File: src/rtl/sdtc_pkg.sv
`default_nettype none

package sdtc_pkg;

    localparam int MAX_WIDTH    = 1024;
    localparam int PIXEL_BITS   = 8;
    localparam int HEIGHT_LIMIT = 4096;
    localparam int COL_W        = $clog2(MAX_WIDTH);
    localparam int ROW_W        = $clog2(HEIGHT_LIMIT);
    localparam int WIDTH_W      = 11;
    localparam int HEIGHT_W     = 13;
    localparam int THRESH_W     = 11;
    localparam int MAG_W        = 11;
    localparam int CLASS_W      = 2;
    localparam int EMIT_W       = 22;
    localparam int TOTAL_W      = WIDTH_W + HEIGHT_W;
    localparam int SIDE_W       = PIXEL_BITS + 2;
    localparam int SUM_W        = 2 * SIDE_W + 1;
    localparam int ROOT_W       = SUM_W + 1;
    localparam int CFG_INDEX_W  = 2;
    localparam int CFG_DATA_W   = 13;
    localparam int FIFO_DEPTH   = 4;
    localparam int FIFO_PTR_W   = $clog2(FIFO_DEPTH);

    localparam logic [CFG_INDEX_W-1:0] REG_WIDTH  = 2'd0;
    localparam logic [CFG_INDEX_W-1:0] REG_HEIGHT = 2'd1;
    localparam logic [CFG_INDEX_W-1:0] REG_LOW    = 2'd2;
    localparam logic [CFG_INDEX_W-1:0] REG_HIGH   = 2'd3;

    localparam logic OP_PIXEL = 1'b0;
    localparam logic OP_FLUSH = 1'b1;

    localparam logic [CLASS_W-1:0] CLASS_NONE   = 2'd0;
    localparam logic [CLASS_W-1:0] CLASS_WEAK   = 2'd1;
    localparam logic [CLASS_W-1:0] CLASS_STRONG = 2'd2;

    typedef struct packed {
        logic             need_root;
        logic [SUM_W-1:0] sum;
        logic             last;
    } sdtc_job_t;

endpackage

`default_nettype wire

File: src/rtl/sdtc_fifo.sv
`default_nettype none

module sdtc_fifo
    import sdtc_pkg::*;
(
    input  wire logic      clk,
    input  wire logic      rst_n,
    input  wire logic      push,
    input  wire sdtc_job_t push_job,
    output logic           full,
    input  wire logic      pop,
    output sdtc_job_t      pop_job,
    output logic           empty
);

    sdtc_job_t                entry_reg [FIFO_DEPTH];
    logic [FIFO_PTR_W-1:0]    wr_ptr_reg, wr_ptr_next;
    logic [FIFO_PTR_W-1:0]    rd_ptr_reg, rd_ptr_next;
    logic [FIFO_PTR_W:0]      count_reg, count_next;
    logic                     do_push, do_pop;

    assign full     = (count_reg == (FIFO_PTR_W+1)'(FIFO_DEPTH));
    assign empty    = (count_reg == '0);
    assign do_push  = push && !full;
    assign do_pop   = pop && !empty;
    assign pop_job  = entry_reg[rd_ptr_reg];

    always_comb
    begin
        wr_ptr_next = do_push ? wr_ptr_reg + 1'b1 : wr_ptr_reg;
        rd_ptr_next = do_pop ? rd_ptr_reg + 1'b1 : rd_ptr_reg;
        count_next  = count_reg;
        if (do_push && !do_pop)
        begin
            count_next = count_reg + 1'b1;
        end
        else if (do_pop && !do_push)
        begin
            count_next = count_reg - 1'b1;
        end
    end

    always_ff @(posedge clk or negedge rst_n)
    begin
        if (!rst_n)
        begin
            wr_ptr_reg <= '0;
            rd_ptr_reg <= '0;
            count_reg  <= '0;
        end
        else
        begin
            wr_ptr_reg <= wr_ptr_next;
            rd_ptr_reg <= rd_ptr_next;
            count_reg  <= count_next;
        end
    end

    always_ff @(posedge clk)
    begin
        if (do_push)
        begin
            entry_reg[wr_ptr_reg] <= push_job;
        end
    end

endmodule

`default_nettype wire

File: config.mk
export PLATFORM = sky130hd
export DESIGN_NAME = sdtc_fifo
export DESIGN_NICKNAME = d
export VERILOG_FILES = /design/src/rtl/sdtc_pkg.sv /design/src/rtl/sdtc_fifo.sv
export SDC_FILE = /design/constraint.sdc
export NUM_CORES = 1
export LEC_CHECK = 0
export BUFFER_PORTS_ARGS = -buffer_cell sky130_fd_sc_hd__clkbuf_2
export CORE_MARGIN = 2
export CORE_UTILIZATION = 26
export DETAILED_ROUTE_END_ITERATION = 8
export PLACE_DENSITY = 0.55
export REMOVE_ABC_BUFFERS = 1
export SYNTH_ARGS = -nofsm -noshare
export SYNTH_HDL_FRONTEND = slang
export SYNTH_SLANG_ARGS = --single-unit
File: constraint.sdc
create_clock -name clk -period 1.85 [get_ports clk]
set_input_delay 0.37 -clock clk [delete_from_list [all_inputs] [get_ports clk]]
set_output_delay 0.37 -clock clk [all_outputs]
set_load 0.02 [all_outputs]
Word-level counts from Yosys, hierarchy flattened

Memories as Yosys holds them, arrays and structs flattened.
Cells that the tools add are included.

Register bits: 7
Memory bits (writable): 92
Input bits: 27
Output and inout port bits: 25
Logic and storage cells: 23
Memories kept: 1

Memory list:

| name      | words | width | rd ports | clocked after Yosys merged registers in | write ports | RTL line        | text |
|---|---|---|---|---|---|---|---|
| entry_reg | 4     | 23    | 1        | 0                                       | 1           | sdtc_fifo.sv:16 | `sdtc_job_t entry_reg [FIFO_DEPTH];` |

Add/subtract/negate cells: 4
Equality and inequality tests: 1
Mux-type cells: 4
Reduce and logical (&&, ||, !) cells: 10

Operators with widths:

| operator            | number |
|---|---|
| $mux 3              | 2 |
| $add 2x1->2 const B | 2 |
| $logic_and 1x1->1   | 4 |
| $logic_not 1->1     | 4 |
| $add 3x1->3 const B | 1 |
| $eq 3x3->1 const B  | 1 |
| $logic_not 3->1     | 1 |
| $sub 3x1->3 const B | 1 |
| $mux 1              | 2 |
| $reduce_bool 2->1   | 1 |

Depth between registers and ports, before layout

Word-level depth: 7
Mapped depth: 9
Mapped depth without buffers: 8

Worst setup path before layout

No wires, ideal clock.

Path kind: flip-flop to flip-flop
Start: register count_reg[0]
End: register count_reg[1]
Setup time: 0.125 ns
Data arrival time: 1.970 ns
Data required time: 1.725 ns
Path slack: -0.245 ns
Stages on the path, launching flop included: 8
Path buffers: 1
Period minus slack after synthesis: 2.095 ns
Path through: dfrtp_1 nor3b_2 nor2b_1 buf_6 ha_1 inv_1 fa_1 mux2_2

Elaborated cells between the ends (all ways): 15
Classes of those cells: add/sub: 2; eq/ne: 1; mux: 2; reduce/logical: 10

RTL lines:

| element                  | RTL line        | text |
|---|---|---|
| start: declaration       | sdtc_fifo.sv:19 | `logic [FIFO_PTR_W:0] count_reg, count_next;` |
| start signal: assignment | sdtc_fifo.sv:55 | `count_reg <= count_next;` |
| $eq 3x3->1               | sdtc_fifo.sv:22 | `assign full = (count_reg == (FIFO_PTR_W+1)'(FIFO_DEPTH));` |
| net full                 | sdtc_fifo.sv:10 | `output logic full,` |
| $logic_not 1->1          | sdtc_fifo.sv:24 | `assign do_push = push && !full;` |
| $logic_and 1x1->1        | sdtc_fifo.sv:24 |  |
| net do_push              | sdtc_fifo.sv:20 | `logic do_push, do_pop;` |
| $logic_and 1x1->1        | sdtc_fifo.sv:33 | `if (do_push && !do_pop)` |
| $mux 3                   | sdtc_fifo.sv:33 |  |
| net count_next[1]        | sdtc_fifo.sv:19 |  |

The timed path passes the listed nets, and every way through them passes these cells. The select of a mux whose other input is x is not followed.
A chain may end at the register's enable or synchronous reset.

==> impl_metrics.toml <==
[sta]
worst_pin_slew_ps = 184
maxSlewHeadroom_pct = 87.7
fmaxAchievable_ghz = 0.487
skew_ps = 9.25
setup_viol = 26
fin_crit_sh_pct = 111
final_max_slew_viol_count = 0
setup_slack_ps = -204
hold_violations = 0
min_period_ps = 2050
rsz0062_at_grt = "true"

[clock_network]
path_clk_slew_ps = 70
cts_tree = "yes"
clock_latency_ps = 350
cts-htree-levels = 3
cts_buffer_depth = 2
root_buffer = "clkbuf_16"
cts_made_buffers = 9
clock_sinks = 99

[power]
leakage_nw = 1.82
ir_worst_vdd_mv = 0.528
power_density_mw_per_mm2 = 1690
total_power_mw = 8.63

[setup_path]
start_kind = "register"
cp.required_ps = 1480
worstSetupPathType = "register to primary output"
arrival_ps = 1680
end_kind = "primary output"
cp_max_fo = 4

[synth]
yosysWarnings = 0
synth_flop_cell = "edfxtp_1"
synth-seq-cells = 99
syn_area_per_cell_um2 = 24.0
yosys.cell_count.top_type = "edfxtp_1"
syn-cell-area_mm2 = 0.00377
async_flop_share_pct = 7.07
netlist_instances = 157
synth_top_area_share_pct = 73.2
synth_common_cells = "92 x edfxtp_1, 18 x mux4_2, 7 x dfrtp_1, 5 x ha_1, 5 x mux4_1"
yosysSeqAreaShare_pct = 77.9
synth_area_leader_cell = "edfxtp_1"
synth_edf_count = 92
synth.top_cells.by_area = "edfxtp_1 73%, mux4_2 11%, dfrtp_1 4.6%, mux4_1 3.5%, ha_1 1.7%"
yosys.cell_types.count = 20

[detailed_routing]
ant_nets = 0
via_per_inst = 4.23
drtPass1Iterations = 4
routedWlPerCell_um = 17.2
drtIter0Drc = 122
remaining_drc_errors = 0
wirelength_mm = 7.51
vias = 1847

[hold_path]
hold_class = "input pin to register"

[global_routing]
antenna_found_initial = 0
grt_pass1_vias = 2085
overflow = 0
grt_pass1_wl_mm = 11.9
grtUsageTotal_pct = 10.3
grt_max_degree = 24

[floorplan]
die_h_um = 124
start_util_pct = 26.3
design.die.area_mm2 = 0.0155
floorplan.io_pins = 52
die_w_um = 124
coreArea_mm2 = 0.0144
num_rows = 44

[place]
dpl.cell_count = 404
place.gp.congestion = 0.652
hpwl_mm = 4.58
io_buffers = 51

[cells_and_area]
final_cell_count_no_fill = 437
num_antenna_cells = 0
largest_reg_flops = 92
drive_gt1_share_pct = 54.5
layout.nets = 281
nFillCells = 1344
multi_input_area_um2 = 788
areaGrowthSynthToFinish_pct = 34.9
final_core_util_pct = 35.4
register_area_mm2 = 0.00294

[run_status]
violations = "setup timing"
status = "finished, violations left"

[run]
drv_cap = 0
## power by group
group | switching [mW] | internal [mW]
clock network | 0.836 | 0.929
logic | 1.71 | 2.02
registers | 0.146 | 2.98
total | 2.69 | 5.93
## cell families (layout without fill, tap and decap cells)
family	Yosys count	after routing	synth area share, %
xor+xnor	6	6	1.39
fa+ha+maj	6	6	2.19
buf+inv	11	107	1.99
flops	99	99	77.9
mux	25	25	14.9
simple gates	10	10	1.66
## layout make-up
| type | instances | area share, % |
|---|---|---|
| sequential | 99 | 57.7 |
| timing repair buffer | 87 | 16.3 |
| multi-input combinational | 47 | 15.5 |
| tap | 184 | 4.52 |
| clock buffer | 9 | 4.42 |
| clock inverter | 7 | 1.18 |
| inverter | 4 | 0.344 |
## routing by layer
metal	GRT usage (%)	part of all wire, %	up-vias	wire length (um)
met5	0	0	-	0
met4	5.16	2.3	0	175
met3	3.31	4.7	14	356
met2	17.4	52	38	3920
met1	11.7	41	968	3060
li1	-	-	827	-
## per-stage QoR
stage	instance area, um^2	TNS, ps	setup WS, ps	hold WS, ps
2_1_floorplan	3710	-16950	-369	74.4
3_3_place_gp	4380	-67.4	-64.0	218
3_5_place_dp	4380	-225	-166	224
4_1_cts	4870	-5280	-233	227
5_1_grt	5090	-8190	-247	234
6_report	5090	-4070	-204	240
## cell usage in the layout (no fill, tap or decap), types with 3 or more instances in the layout
| master | n |
|---|---|
| and2_1 | 3 |
| xnor2_1 | 3 |
| clkinvlp_4 | 3 |
| dfrtp_1 | 6 |
| buf_4 | 16 |
| buf_12 | 5 |
| mux4_2 | 23 |
| ha_1 | 4 |
| clkbuf_16 | 9 |
| buf_8 | 8 |
| edfxtp_1 | 92 |
| buf_6 | 26 |
| clkbuf_2 | 27 |
## worst max-delay path, stage by stage, from the launching register on
cell     delay (ps)
dfrtp_2         390
buf_4           140
buf_16          120
mux4_2          540
buf_8           160
## final timing paths
path | startpoint | endpoint | slack [ps] | cells past startpoint
min in group asynchronous | rst_n | count_reg[1] | 400 | 2
min reg2reg | rd_ptr_reg[1] | rd_ptr_reg[1] | 540 | 1
max | rd_ptr_reg[0] | pop_job[1] | -200 | 4
max reg2reg | count_reg[2] | rd_ptr_reg[0] | -110 | 13
max in group asynchronous | rst_n | rd_ptr_reg[0] | 1270 | 2
min | push_job[18] | entry_reg[3][18] | 240 | 1
## timing repair
item | CTS | global route
hold buffers | 1 | 0
cloned | 1 | 0
setup endpoints to repair | 25 | 27
setup buffers | 12 | 5
endpoints found under the hold margin | 7 | 0
resized for setup | 27 | 78
pin swaps | 7 | 7
(Power assumes the default switching activity.)
