<file path="src/rtl/sdtc_pkg.sv">
`default_nettype none

package sdtc_pkg;

    localparam int MAX_WIDTH    = 1024;
    localparam int PIXEL_BITS   = 8;
    localparam int HEIGHT_LIMIT = 4096;
    localparam int COL_W        = $clog2(MAX_WIDTH);
    localparam int ROW_W        = $clog2(HEIGHT_LIMIT);
    localparam int WIDTH_W      = 11;
    localparam int HEIGHT_W     = 13;
    localparam int THRESH_W     = 11;
    localparam int MAG_W        = 11;
    localparam int CLASS_W      = 2;
    localparam int EMIT_W       = 22;
    localparam int TOTAL_W      = WIDTH_W + HEIGHT_W;
    localparam int SIDE_W       = PIXEL_BITS + 2;
    localparam int SUM_W        = 2 * SIDE_W + 1;
    localparam int ROOT_W       = SUM_W + 1;
    localparam int CFG_INDEX_W  = 2;
    localparam int CFG_DATA_W   = 13;
    localparam int FIFO_DEPTH   = 4;
    localparam int FIFO_PTR_W   = $clog2(FIFO_DEPTH);

    localparam logic [CFG_INDEX_W-1:0] REG_WIDTH  = 2'd0;
    localparam logic [CFG_INDEX_W-1:0] REG_HEIGHT = 2'd1;
    localparam logic [CFG_INDEX_W-1:0] REG_LOW    = 2'd2;
    localparam logic [CFG_INDEX_W-1:0] REG_HIGH   = 2'd3;

    localparam logic OP_PIXEL = 1'b0;
    localparam logic OP_FLUSH = 1'b1;

    localparam logic [CLASS_W-1:0] CLASS_NONE   = 2'd0;
    localparam logic [CLASS_W-1:0] CLASS_WEAK   = 2'd1;
    localparam logic [CLASS_W-1:0] CLASS_STRONG = 2'd2;

    typedef struct packed {
        logic             need_root;
        logic [SUM_W-1:0] sum;
        logic             last;
    } sdtc_job_t;

endpackage

`default_nettype wire

</file>
<file path="src/rtl/sdtc_back.sv">
`default_nettype none

module sdtc_back
    import sdtc_pkg::*;
(
    input  wire logic                clk,
    input  wire logic                rst_n,
    input  wire logic                empty,
    input  wire sdtc_job_t           pop_job,
    output logic                     pop,
    input  wire logic [THRESH_W-1:0] low_threshold,
    input  wire logic [THRESH_W-1:0] high_threshold,
    output logic                     out_valid,
    input  wire logic                out_ready,
    output logic [CLASS_W-1:0]       edge_class,
    output logic [MAG_W-1:0]         magnitude,
    output logic                     last_pixel
);

    typedef enum logic [2:0] {
        B_IDLE = 3'b001,
        B_ROOT = 3'b010,
        B_DONE = 3'b100
    } back_state_t;

    back_state_t          state_reg, state_next;
    logic                 out_valid_reg, out_valid_next;
    logic [SUM_W-1:0]     rem_reg;
    logic [ROOT_W-1:0]    root_reg;
    logic [SUM_W-1:0]     bit_reg;
    logic                 last_reg;
    logic [CLASS_W-1:0]   class_reg;
    logic [MAG_W-1:0]     mag_reg;
    logic                 last_out_reg;
    logic [ROOT_W-1:0]    trial;
    logic [MAG_W-1:0]     g;
    logic                 load_out;

    assign trial    = root_reg + ROOT_W'(bit_reg);
    assign g        = root_reg[MAG_W-1:0] + MAG_W'(ROOT_W'(rem_reg) > root_reg);
    assign load_out = (state_reg == B_DONE) && (!out_valid_reg || out_ready);
    assign pop      = (state_reg == B_IDLE) && !empty;

    always_comb
    begin
        state_next     = state_reg;
        out_valid_next = out_valid_reg;
        if (out_valid_reg && out_ready)
            out_valid_next = 1'b0;
        case (state_reg)
            B_IDLE:
            begin
                if (!empty)
                    state_next = pop_job.need_root ? B_ROOT : B_DONE;
            end
            B_ROOT:
            begin
                if (bit_reg[0])
                    state_next = B_DONE;
            end
            B_DONE:
            begin
                if (load_out)
                begin
                    out_valid_next = 1'b1;
                    state_next     = B_IDLE;
                end
            end
            default:
            begin
                state_next = B_IDLE;
            end
        endcase
    end

    always_ff @(posedge clk or negedge rst_n)
    begin
        if (!rst_n)
        begin
            state_reg     <= B_IDLE;
            out_valid_reg <= 1'b0;
        end
        else
        begin
            state_reg     <= state_next;
            out_valid_reg <= out_valid_next;
        end
    end

    always_ff @(posedge clk)
    begin
        if (pop)
        begin
            rem_reg  <= pop_job.need_root ? pop_job.sum : '0;
            root_reg <= '0;
            bit_reg  <= SUM_W'(1) << (SUM_W - 1);
            last_reg <= pop_job.last;
        end
        else if (state_reg == B_ROOT)
        begin
            if (ROOT_W'(rem_reg) >= trial)
            begin
                rem_reg  <= rem_reg - SUM_W'(trial);
                root_reg <= (root_reg >> 1) + ROOT_W'(bit_reg);
            end
            else
            begin
                root_reg <= root_reg >> 1;
            end
            bit_reg <= bit_reg >> 2;
        end
        if (load_out)
        begin
            mag_reg      <= g;
            last_out_reg <= last_reg;
            if (g >= high_threshold)
                class_reg <= CLASS_STRONG;
            else if (g < low_threshold)
                class_reg <= CLASS_NONE;
            else
                class_reg <= CLASS_WEAK;
        end
    end

    assign out_valid  = out_valid_reg;
    assign edge_class = class_reg;
    assign magnitude  = mag_reg;
    assign last_pixel = last_out_reg;

endmodule

`default_nettype wire

</file>
<file path="config.mk">
export PLATFORM = sky130hd
export DESIGN_NAME = sdtc_back
export DESIGN_NICKNAME = d
export VERILOG_FILES = /design/src/rtl/sdtc_pkg.sv /design/src/rtl/sdtc_back.sv
export SDC_FILE = /design/constraint.sdc
export NUM_CORES = 1
export LEC_CHECK = 0
export ABC_AREA = 0
export BUFFER_PORTS_ARGS = -buffer_cell sky130_fd_sc_hd__buf_4
export CAP_MARGIN = 20
export CORE_ASPECT_RATIO = 1.1
export CORE_MARGIN = 1
export CORE_UTILIZATION = 55
export DETAILED_ROUTE_END_ITERATION = 8
export GPL_ROUTABILITY_DRIVEN = 0
export GPL_TIMING_DRIVEN = 0
export MAX_ROUTING_LAYER = met4
export PLACE_DENSITY = 0.86
export SLEW_MARGIN = 20
export SYNTH_ARGS = -nofsm -noshare
export SYNTH_HDL_FRONTEND = slang
export SYNTH_SLANG_ARGS = --single-unit
</file>
<file path="constraint.sdc">
create_clock -name clk -period 5 [get_ports clk]
set_input_delay 0.5 -clock clk [delete_from_list [all_inputs] [get_ports clk]]
set_output_delay 0.5 -clock clk [all_outputs]
set_load 0.1 [all_outputs]
</file>
Word-level counts from Yosys, hierarchy flattened
Index checks and enable logic that the tools add are counted.
- $add $sub $neg: 4
- $lt $le $gt $ge: 4
- equality and inequality tests: 6
- mux-type cells: 14
- reduce and logical (&&, ||, !) cells: 10
- operators with widths (kind ; number):
    $mux W21 ; 4
    $add A21 B21 Y22 ; 1
    $add A22 B21 Y22 ; 1
    $ge A21 B22 Y1 ; 1
    $gt A21 B22 Y1 ; 1
    $mux W22 ; 1
    $sub A21 B21 Y21 ; 1
    $mux W3 ; 4
    $add A11 B1 Y11 ; 1
    $ge A11 B11 Y1 ; 1
    $lt A11 B11 Y1 ; 1
    $pmux W3 S3 ; 1
    $ne A2 B2 Y1 const B ; 3
    $mux W1 ; 4
    $reduce_bool A2 Y1 ; 2
    $eq A3 B1 Y1 const B ; 1
    $eq A3 B2 Y1 const B ; 1
    $eq A3 B3 Y1 const B ; 1
    $logic_and A1 B1 Y1 ; 3
    $reduce_and A3 Y1 ; 1
    $logic_not A1 Y1 ; 2
    $reduce_and A2 Y1 ; 1
    $logic_or A1 B1 Y1 ; 1
- register bits: 73
- bits of input ports: 49
- output and inout bits: 16
- word-level logic and storage cells: 47

Longest topological paths before layout
- depth after elaboration: 5
- gate-level depth with buffers: 23
- mapped depth without buffers: 23

Worst setup path after synthesis
Ideal clock, no wire load.
- kind: flip-flop to flip-flop
- from: register root_reg[0]
- to: register rem_reg[0] (enable)
- library setup time: 428 ps
- data arrival time: 5129 ps
- required time: 4572 ps
- slack: -557 ps
- cell stages (with the launch flop): 22
- buffers on the path: 2
- clock period less this slack: 5557 ps
- cell sequence: dfxtp_1 -> ha_1 -> ha_1 -> a21oi_1 -> nor2_1 -> a21o_1 -> a31o_2 -> a31oi_1 -> o21ai_0 -> a31oi_1 -> nor2_1 -> xnor2_1 -> ha_1 -> nand2_1 -> o21ai_0 -> o31ai_1 -> a31oi_1 -> o21ai_0 -> a21o_1 -> buf_6 -> buf_2 -> o21ai_0
- longest elaborated chain between the ends: 4
- ends and longest elaborated chain (item ; RTL line ; source):
    start: declaration ; sdtc_back.sv:29 ; logic [ROOT_W-1:0] root_reg;
    start signal: assignment ; sdtc_back.sv:104 ; root_reg <= (root_reg >> 1) + ROOT_W'(bit_reg);
    start signal: assignment ; sdtc_back.sv:108 ; root_reg <= root_reg >> 1;
    $add A22 B21 Y22 ; sdtc_back.sv:39 ; assign trial = root_reg + ROOT_W'(bit_reg);
    $ge A21 B22 Y1 ; sdtc_back.sv:101 ; if (ROOT_W'(rem_reg) >= trial)
    $reduce_bool A2 Y1 (no line) ; n/a ;
    $reduce_and A2 Y1 (no line) ; n/a ;
    end signal: assignment ; sdtc_back.sv:94 ; rem_reg <= pop_job.need_root ? pop_job.sum : '0;
    end signal: assignment ; sdtc_back.sv:103 ; rem_reg <= rem_reg - SUM_W'(trial);
    end: declaration ; sdtc_back.sv:28 ; logic [SUM_W-1:0] rem_reg;
No other way between the ends.
A chain may end at the register's enable or synchronous reset.

Worst setup path after layout
- from: register root_reg[2]
- to: register class_reg[0] (netlist: edge_class[0]) (data pin)
- longest elaborated chain between the ends: 4
- elaborated cells on any way between the ends: 5
- those cells by class: add/sub: 1; order compare: 3; mux: 1
- ends and longest elaborated chain (item ; RTL line ; source):
    $gt A21 B22 Y1 (*) ; sdtc_back.sv:40 ; assign g = root_reg[MAG_W-1:0] + MAG_W'(ROOT_W'(rem_reg) > root_reg);
    $add A11 B1 Y11 (*) ; sdtc_back.sv:40 ;
    net g[1] ; sdtc_back.sv:36 ; logic [MAG_W-1:0] g;
    $lt A11 B11 Y1 ; sdtc_back.sv:118 ; else if (g < low_threshold)
    $mux W1 ; sdtc_back.sv:118 ;
    end signal: assignment ; sdtc_back.sv:117 ; class_reg <= CLASS_STRONG;
    end signal: assignment ; sdtc_back.sv:119 ; class_reg <= CLASS_NONE;
    end signal: assignment ; sdtc_back.sv:121 ; class_reg <= CLASS_WEAK;
    end: declaration ; sdtc_back.sv:32 ; logic [CLASS_W-1:0] class_reg;
Mark *: on every way through the listed nets, which the timed path passes. The rest lies on a longest branch.

==> run summary <==
The flow ran to the end, and the final reports show no timing, DRC or antenna violations. The Yosys step of the flow raised 0 warnings. The finished cells cover 7280 sq um. The floorplan step set the die height to 113 um.

In this run the core area contains 40 standard-cell rows. The tool flagged a number of max-cap violations equal to 0. The tools report the area enclosed by the die boundary as 11700 sq um. Once layout is complete, the utilization of the core stands at 66.4%. The share of async-settable or async-resettable flops after synthesis was 5.48%. The count of input and output buffers came out at 64.

For this run, the register share of the synthesized area comes to 29.7%. The die is 103 um wide. The worst hold path begins at pop_job[0]. For this configuration, the core starts out at a cell density of 56.6%. In the global route stage, met3 resource usage came out at 6.62%.

The run gives 2 as the clock tree buffer depth. The synthesis-to-layout area growth is 17.3%, and the share of the cycle needed by the critical path after routing is 95.8%. The minimum period implied by the final worst setup slack was 4790 ps; the global router's overall resource usage was 30.1%. The logs give 0 for the count of endpoints failing setup in the final report and 407 for the number of DRC markers after the initial detailed-route iteration. Fill cells in the final layout number 878. After clock tree synthesis, the clock-pin slew on the worst setup and hold paths is 60 ps. The number of vias per cell is 5.95, and the met1 track demand over resource in global routing is 34.8%. The number of flip-flops in the largest register was 22.

In the synthesized netlist the dominant register cell turns out to be sky130_fd_sc_hd__edfxtp_1. The endpoint with the worst hold slack was last_reg$_DFFE_PP_. The met2 demand-to-capacity share in global routing was 48.4%. Entering global routing, the biggest net connects 15 pins.

The peak fanout along the critical path was 8; the initial antenna violation count was 0. Counting cells, the worst reg-to-reg path comes to 22. The maximum clock frequency came out at 209 MHz. A synthesized cell averages 8.44 sq um. The placed cell area came out at 6880 sq um. The slowest stage of the critical path belongs to the cell sky130_fd_sc_hd__dfxtp_1.

In this run the critical register-to-register path is captured at edge_class[0]$_SDFFCE_PP0P_. For the worst setup path, the data arrival time is 5000 ps. Setup slack on the worst reg-to-reg path comes out at 210 ps. The data required time of the critical path came out at 5210 ps.

For the final setup skew, the log shows 7.20 ps. The clock root buffer master is sky130_fd_sc_hd__clkbuf_16. Prior to clock tree synthesis, the placed netlist has a worst setup slack of -326 ps. Counting flops and latches in the post-synthesis netlist gives 73. TritonCTS built the clock tree. The logs give 0 for the residual antenna-violating net count after detailed routing and 5464 for the via count of the first global-routing pass.

After global routing, the most crowded layer is met2. The first-pass iteration count of the detailed router is 5. Counting flops with a built-in enable in the synthesized netlist gives 36. By startpoint and endpoint, the worst setup path is classified as register to register. STA classifies the critical path startpoint as a register. After legalization and detailed placement, the total HPWL measured 12100 um. The worst path buffer plus inverter count works out to 2.

For this run the aggregate overflow at the end of global routing stands at 0. The run gives 61 as the number of distinct library cell variants in the gate-level netlist after synthesis. Traced cell by cell, the critical path runs through clkbuf_2 -> inv_1 -> ha_1 -> o21a_1 -> o21a_1 -> o21a_1 -> o21a_1 -> o21ai_0 -> a21oi_1 -> a2111oi_1 -> nor2_1 -> ha_1 -> ha_1 -> ha_1 -> a21o_1 -> a21o_1 -> a21o_1 -> a211oi_1 -> o21bai_1 -> a31oi_1 -> o21ai_0 -> a21oi_1. Broken down by cell family, the worst path's largest delay share belongs to compound AO/OA/AOI/OAI gates.

The logs give 11000 sq um for the area of the core region and 0 for the number of DRC violations after detailed routing. The min-delay analysis places its worst path in the category input pin to register. The run gives 350 ps as the worst-skew pair later-pin latency. Final critical-path setup slack: 210 ps. The logs give 6200 sq um for the post-synth design cell area and 65 for the number of ports placed on the die boundary. Summed over all cells, the static leakage comes to 0.00314 uW. STA classifies the critical path endpoint as a register. The multi-input combinational cells in the finished layout cover a total of 4070 sq um. After detailed routing, the average wire length per cell comes to 16.6 um. Clock tree synthesis found a total of 73 sinks. The fraction of final layout cells with drive strength greater than 1 is 13.5%. Via count: 5762. The logs give 0 for the final count of pins violating max slew and 26200 um for the wire length of the first global-routing pass.

For this design the ratio of total power to cell area is 584 nW/um^2. The logs give 0 for the final-report hold violation count and 45.9% for the worst slew slack as a fraction of its limit. In this design, the stage delay of the slowest critical-path cell is 380 ps.

The fraction of post-synthesis cell area in the top cell type by area was 17.9%. Buffers inserted during clock tree synthesis total 9. Cell accounting for the most synthesized area: sky130_fd_sc_hd__ha_1. The number of nets in the synthesized netlist is 874.

The run gives 0 as the number of diodes. In this run the critical register-to-register path is launched from root_reg[2]$_SDFFE_PP0N_. Power comes to 4250 uW.

The worst hold path depth was 1; the peak supply drop was 0.453 mV. The net count of the finished layout is 956. CTS built an H-tree with a depth of 3. The critical path depth in cells is 22, and the synthesized instance count is 735. For the pin with the worst max-slew slack, the measured transition is 812 ps. Summing all flip-flop and latch instances after layout gives 1840 sq um. The final routed wirelength across all metal layers came out at 16000 um. Ranked by total cell area, the synthesized netlist is headed by sky130_fd_sc_hd__ha_1 (18%), sky130_fd_sc_hd__edfxtp_1 (17%), sky130_fd_sc_hd__dfxtp_1 (11%).
## worst register-to-register path, stage by stage, from the launching register on
cell and delay [ps]:
sky130_fd_sc_hd__dfxtp_1 380, sky130_fd_sc_hd__clkbuf_2 250, sky130_fd_sc_hd__inv_1 70, sky130_fd_sc_hd__ha_1 310, sky130_fd_sc_hd__o21a_1 130, sky130_fd_sc_hd__o21a_1 160, sky130_fd_sc_hd__o21a_1 160, sky130_fd_sc_hd__o21a_1 150
sky130_fd_sc_hd__o21ai_0 220, sky130_fd_sc_hd__a21oi_1 120, sky130_fd_sc_hd__a2111oi_1 320, sky130_fd_sc_hd__nor2_1 140, sky130_fd_sc_hd__ha_1 220, sky130_fd_sc_hd__ha_1 320, sky130_fd_sc_hd__ha_1 290, sky130_fd_sc_hd__a21o_1 150
sky130_fd_sc_hd__a21o_1 170, sky130_fd_sc_hd__a21o_1 170, sky130_fd_sc_hd__a211oi_1 300, sky130_fd_sc_hd__o21bai_1 120, sky130_fd_sc_hd__a31oi_1 210, sky130_fd_sc_hd__o21ai_0 150, sky130_fd_sc_hd__a21oi_1 130
## cell type report
class                      instances  area share, %
clock inverter                     4          0.688
sequential                        73           25.3
inverter                          54           2.78
buffer                            29           1.87
multi-input combinational        579           55.8
timing repair buffer              71           7.41
clock buffer                      12           3.54
tap                              147           2.53
## worst max-delay path by stage
| stage | start | endpoint | slack (ps) |
|---|---|---|---|
| 5_1_grt | root_reg[2]$_SDFFE_PP0N_ | edge_class[0]$_SDFFCE_PP0P_ | -30 |
| 3_3_place_gp | bit_reg[0]$_SDFFE_PP0N_ | rem_reg[0]$_DFFE_PP_ | -1080 |
| 2_1_floorplan | root_reg[0]$_SDFFE_PP0N_ | rem_reg[0]$_DFFE_PP_ | 10 |
| 6_report | root_reg[2]$_SDFFE_PP0N_ | edge_class[0]$_SDFFCE_PP0P_ | 210 |
| 3_5_place_dp | bit_reg[0]$_SDFFE_PP0N_ | rem_reg[1]$_DFFE_PP_ | -330 |
| 4_1_cts | bit_reg[0]$_SDFFE_PP0N_ | rem_reg[6]$_DFFE_PP_ | 6 |
## per-stage QoR
stage,setup TNS (ps),hold WS (ps),instances
5_1_grt,-48.1,330,969
4_1_cts,0,326,967
3_3_place_gp,-22560,299,946
2_1_floorplan,0,204,735
3_5_place_dp,-5080,300,947
6_report,0,330,969
## where the power goes
group | internal (uW) | switching (uW)
combinational | 1030 | 1520
sequential | 877 | 147
clock | 417 | 255
total | 2330 | 1920
## cell families (layout without fill, tap and decap cells)
kind of cell | Yosys count | in the layout | synth area share [%]
compound gates | 215 | 215 | 22.0
fa+ha+maj | 90 | 90 | 18.3
xor+xnor | 57 | 57 | 8.05
simple gates | 212 | 212 | 15.7
flops | 73 | 73 | 29.7
buf+inv | 83 | 170 | 5.44
mux | 5 | 5 | 0.827
## metal layers
metal | routed length (um) | part of all wire [%]
met1 | 6470 | 40
met2 | 7800 | 49
met3 | 1140 | 7.1
met4 | 639 | 4.0
met5 | 0 | 0
## Yosys cell counts, types with 3 or more instances
cell type and number:
sky130_fd_sc_hd__a211oi_1 8, sky130_fd_sc_hd__buf_6 3, sky130_fd_sc_hd__nand3_1 32, sky130_fd_sc_hd__o21bai_1 8
sky130_fd_sc_hd__o211ai_1 3, sky130_fd_sc_hd__a21oi_1 56, sky130_fd_sc_hd__nor2b_1 4, sky130_fd_sc_hd__dfxtp_1 33
sky130_fd_sc_hd__o21ai_1 3, sky130_fd_sc_hd__a21o_1 23, sky130_fd_sc_hd__nand4_1 12, sky130_fd_sc_hd__o31ai_1 5
sky130_fd_sc_hd__ha_1 89, sky130_fd_sc_hd__o21a_1 9, sky130_fd_sc_hd__a22o_1 3, sky130_fd_sc_hd__nand2b_1 10
sky130_fd_sc_hd__edfxtp_1 36, sky130_fd_sc_hd__clkbuf_1 20, sky130_fd_sc_hd__nand2_1 73, sky130_fd_sc_hd__nor2_1 54
sky130_fd_sc_hd__o21ai_0 59, sky130_fd_sc_hd__inv_1 54, sky130_fd_sc_hd__xor2_1 20, sky130_fd_sc_hd__buf_1 3
sky130_fd_sc_hd__or2_2 3, sky130_fd_sc_hd__buf_2 3, sky130_fd_sc_hd__xnor2_1 37, sky130_fd_sc_hd__a31oi_1 16
sky130_fd_sc_hd__nor3_1 14, sky130_fd_sc_hd__mux2i_1 4, sky130_fd_sc_hd__dfrtp_1 3
## repair_timing
item / CTS / global route
hold buffers: 1 / 0
resized for setup: 2 / 10
endpoints found under the setup margin: 21 / 39
pin swaps: 1 / 3
setup buffers: 3 / 2
endpoints found under the hold margin: 3 / 0
## layout by cell type, fill, tap and decap left out, types with 20 or more instances in the layout
cell,n
sky130_fd_sc_hd__nand3_1,32
sky130_fd_sc_hd__xor2_1,20
sky130_fd_sc_hd__dfxtp_1,32
sky130_fd_sc_hd__nand2_1,73
sky130_fd_sc_hd__ha_1,89
sky130_fd_sc_hd__a21oi_1,56
sky130_fd_sc_hd__a21o_1,23
sky130_fd_sc_hd__clkbuf_1,21
sky130_fd_sc_hd__o21ai_0,56
sky130_fd_sc_hd__buf_4,69
sky130_fd_sc_hd__nor2_1,52
sky130_fd_sc_hd__edfxtp_1,36
sky130_fd_sc_hd__inv_1,54
sky130_fd_sc_hd__xnor2_1,37
No activity file was read; power rests on OpenSTA's default activity.
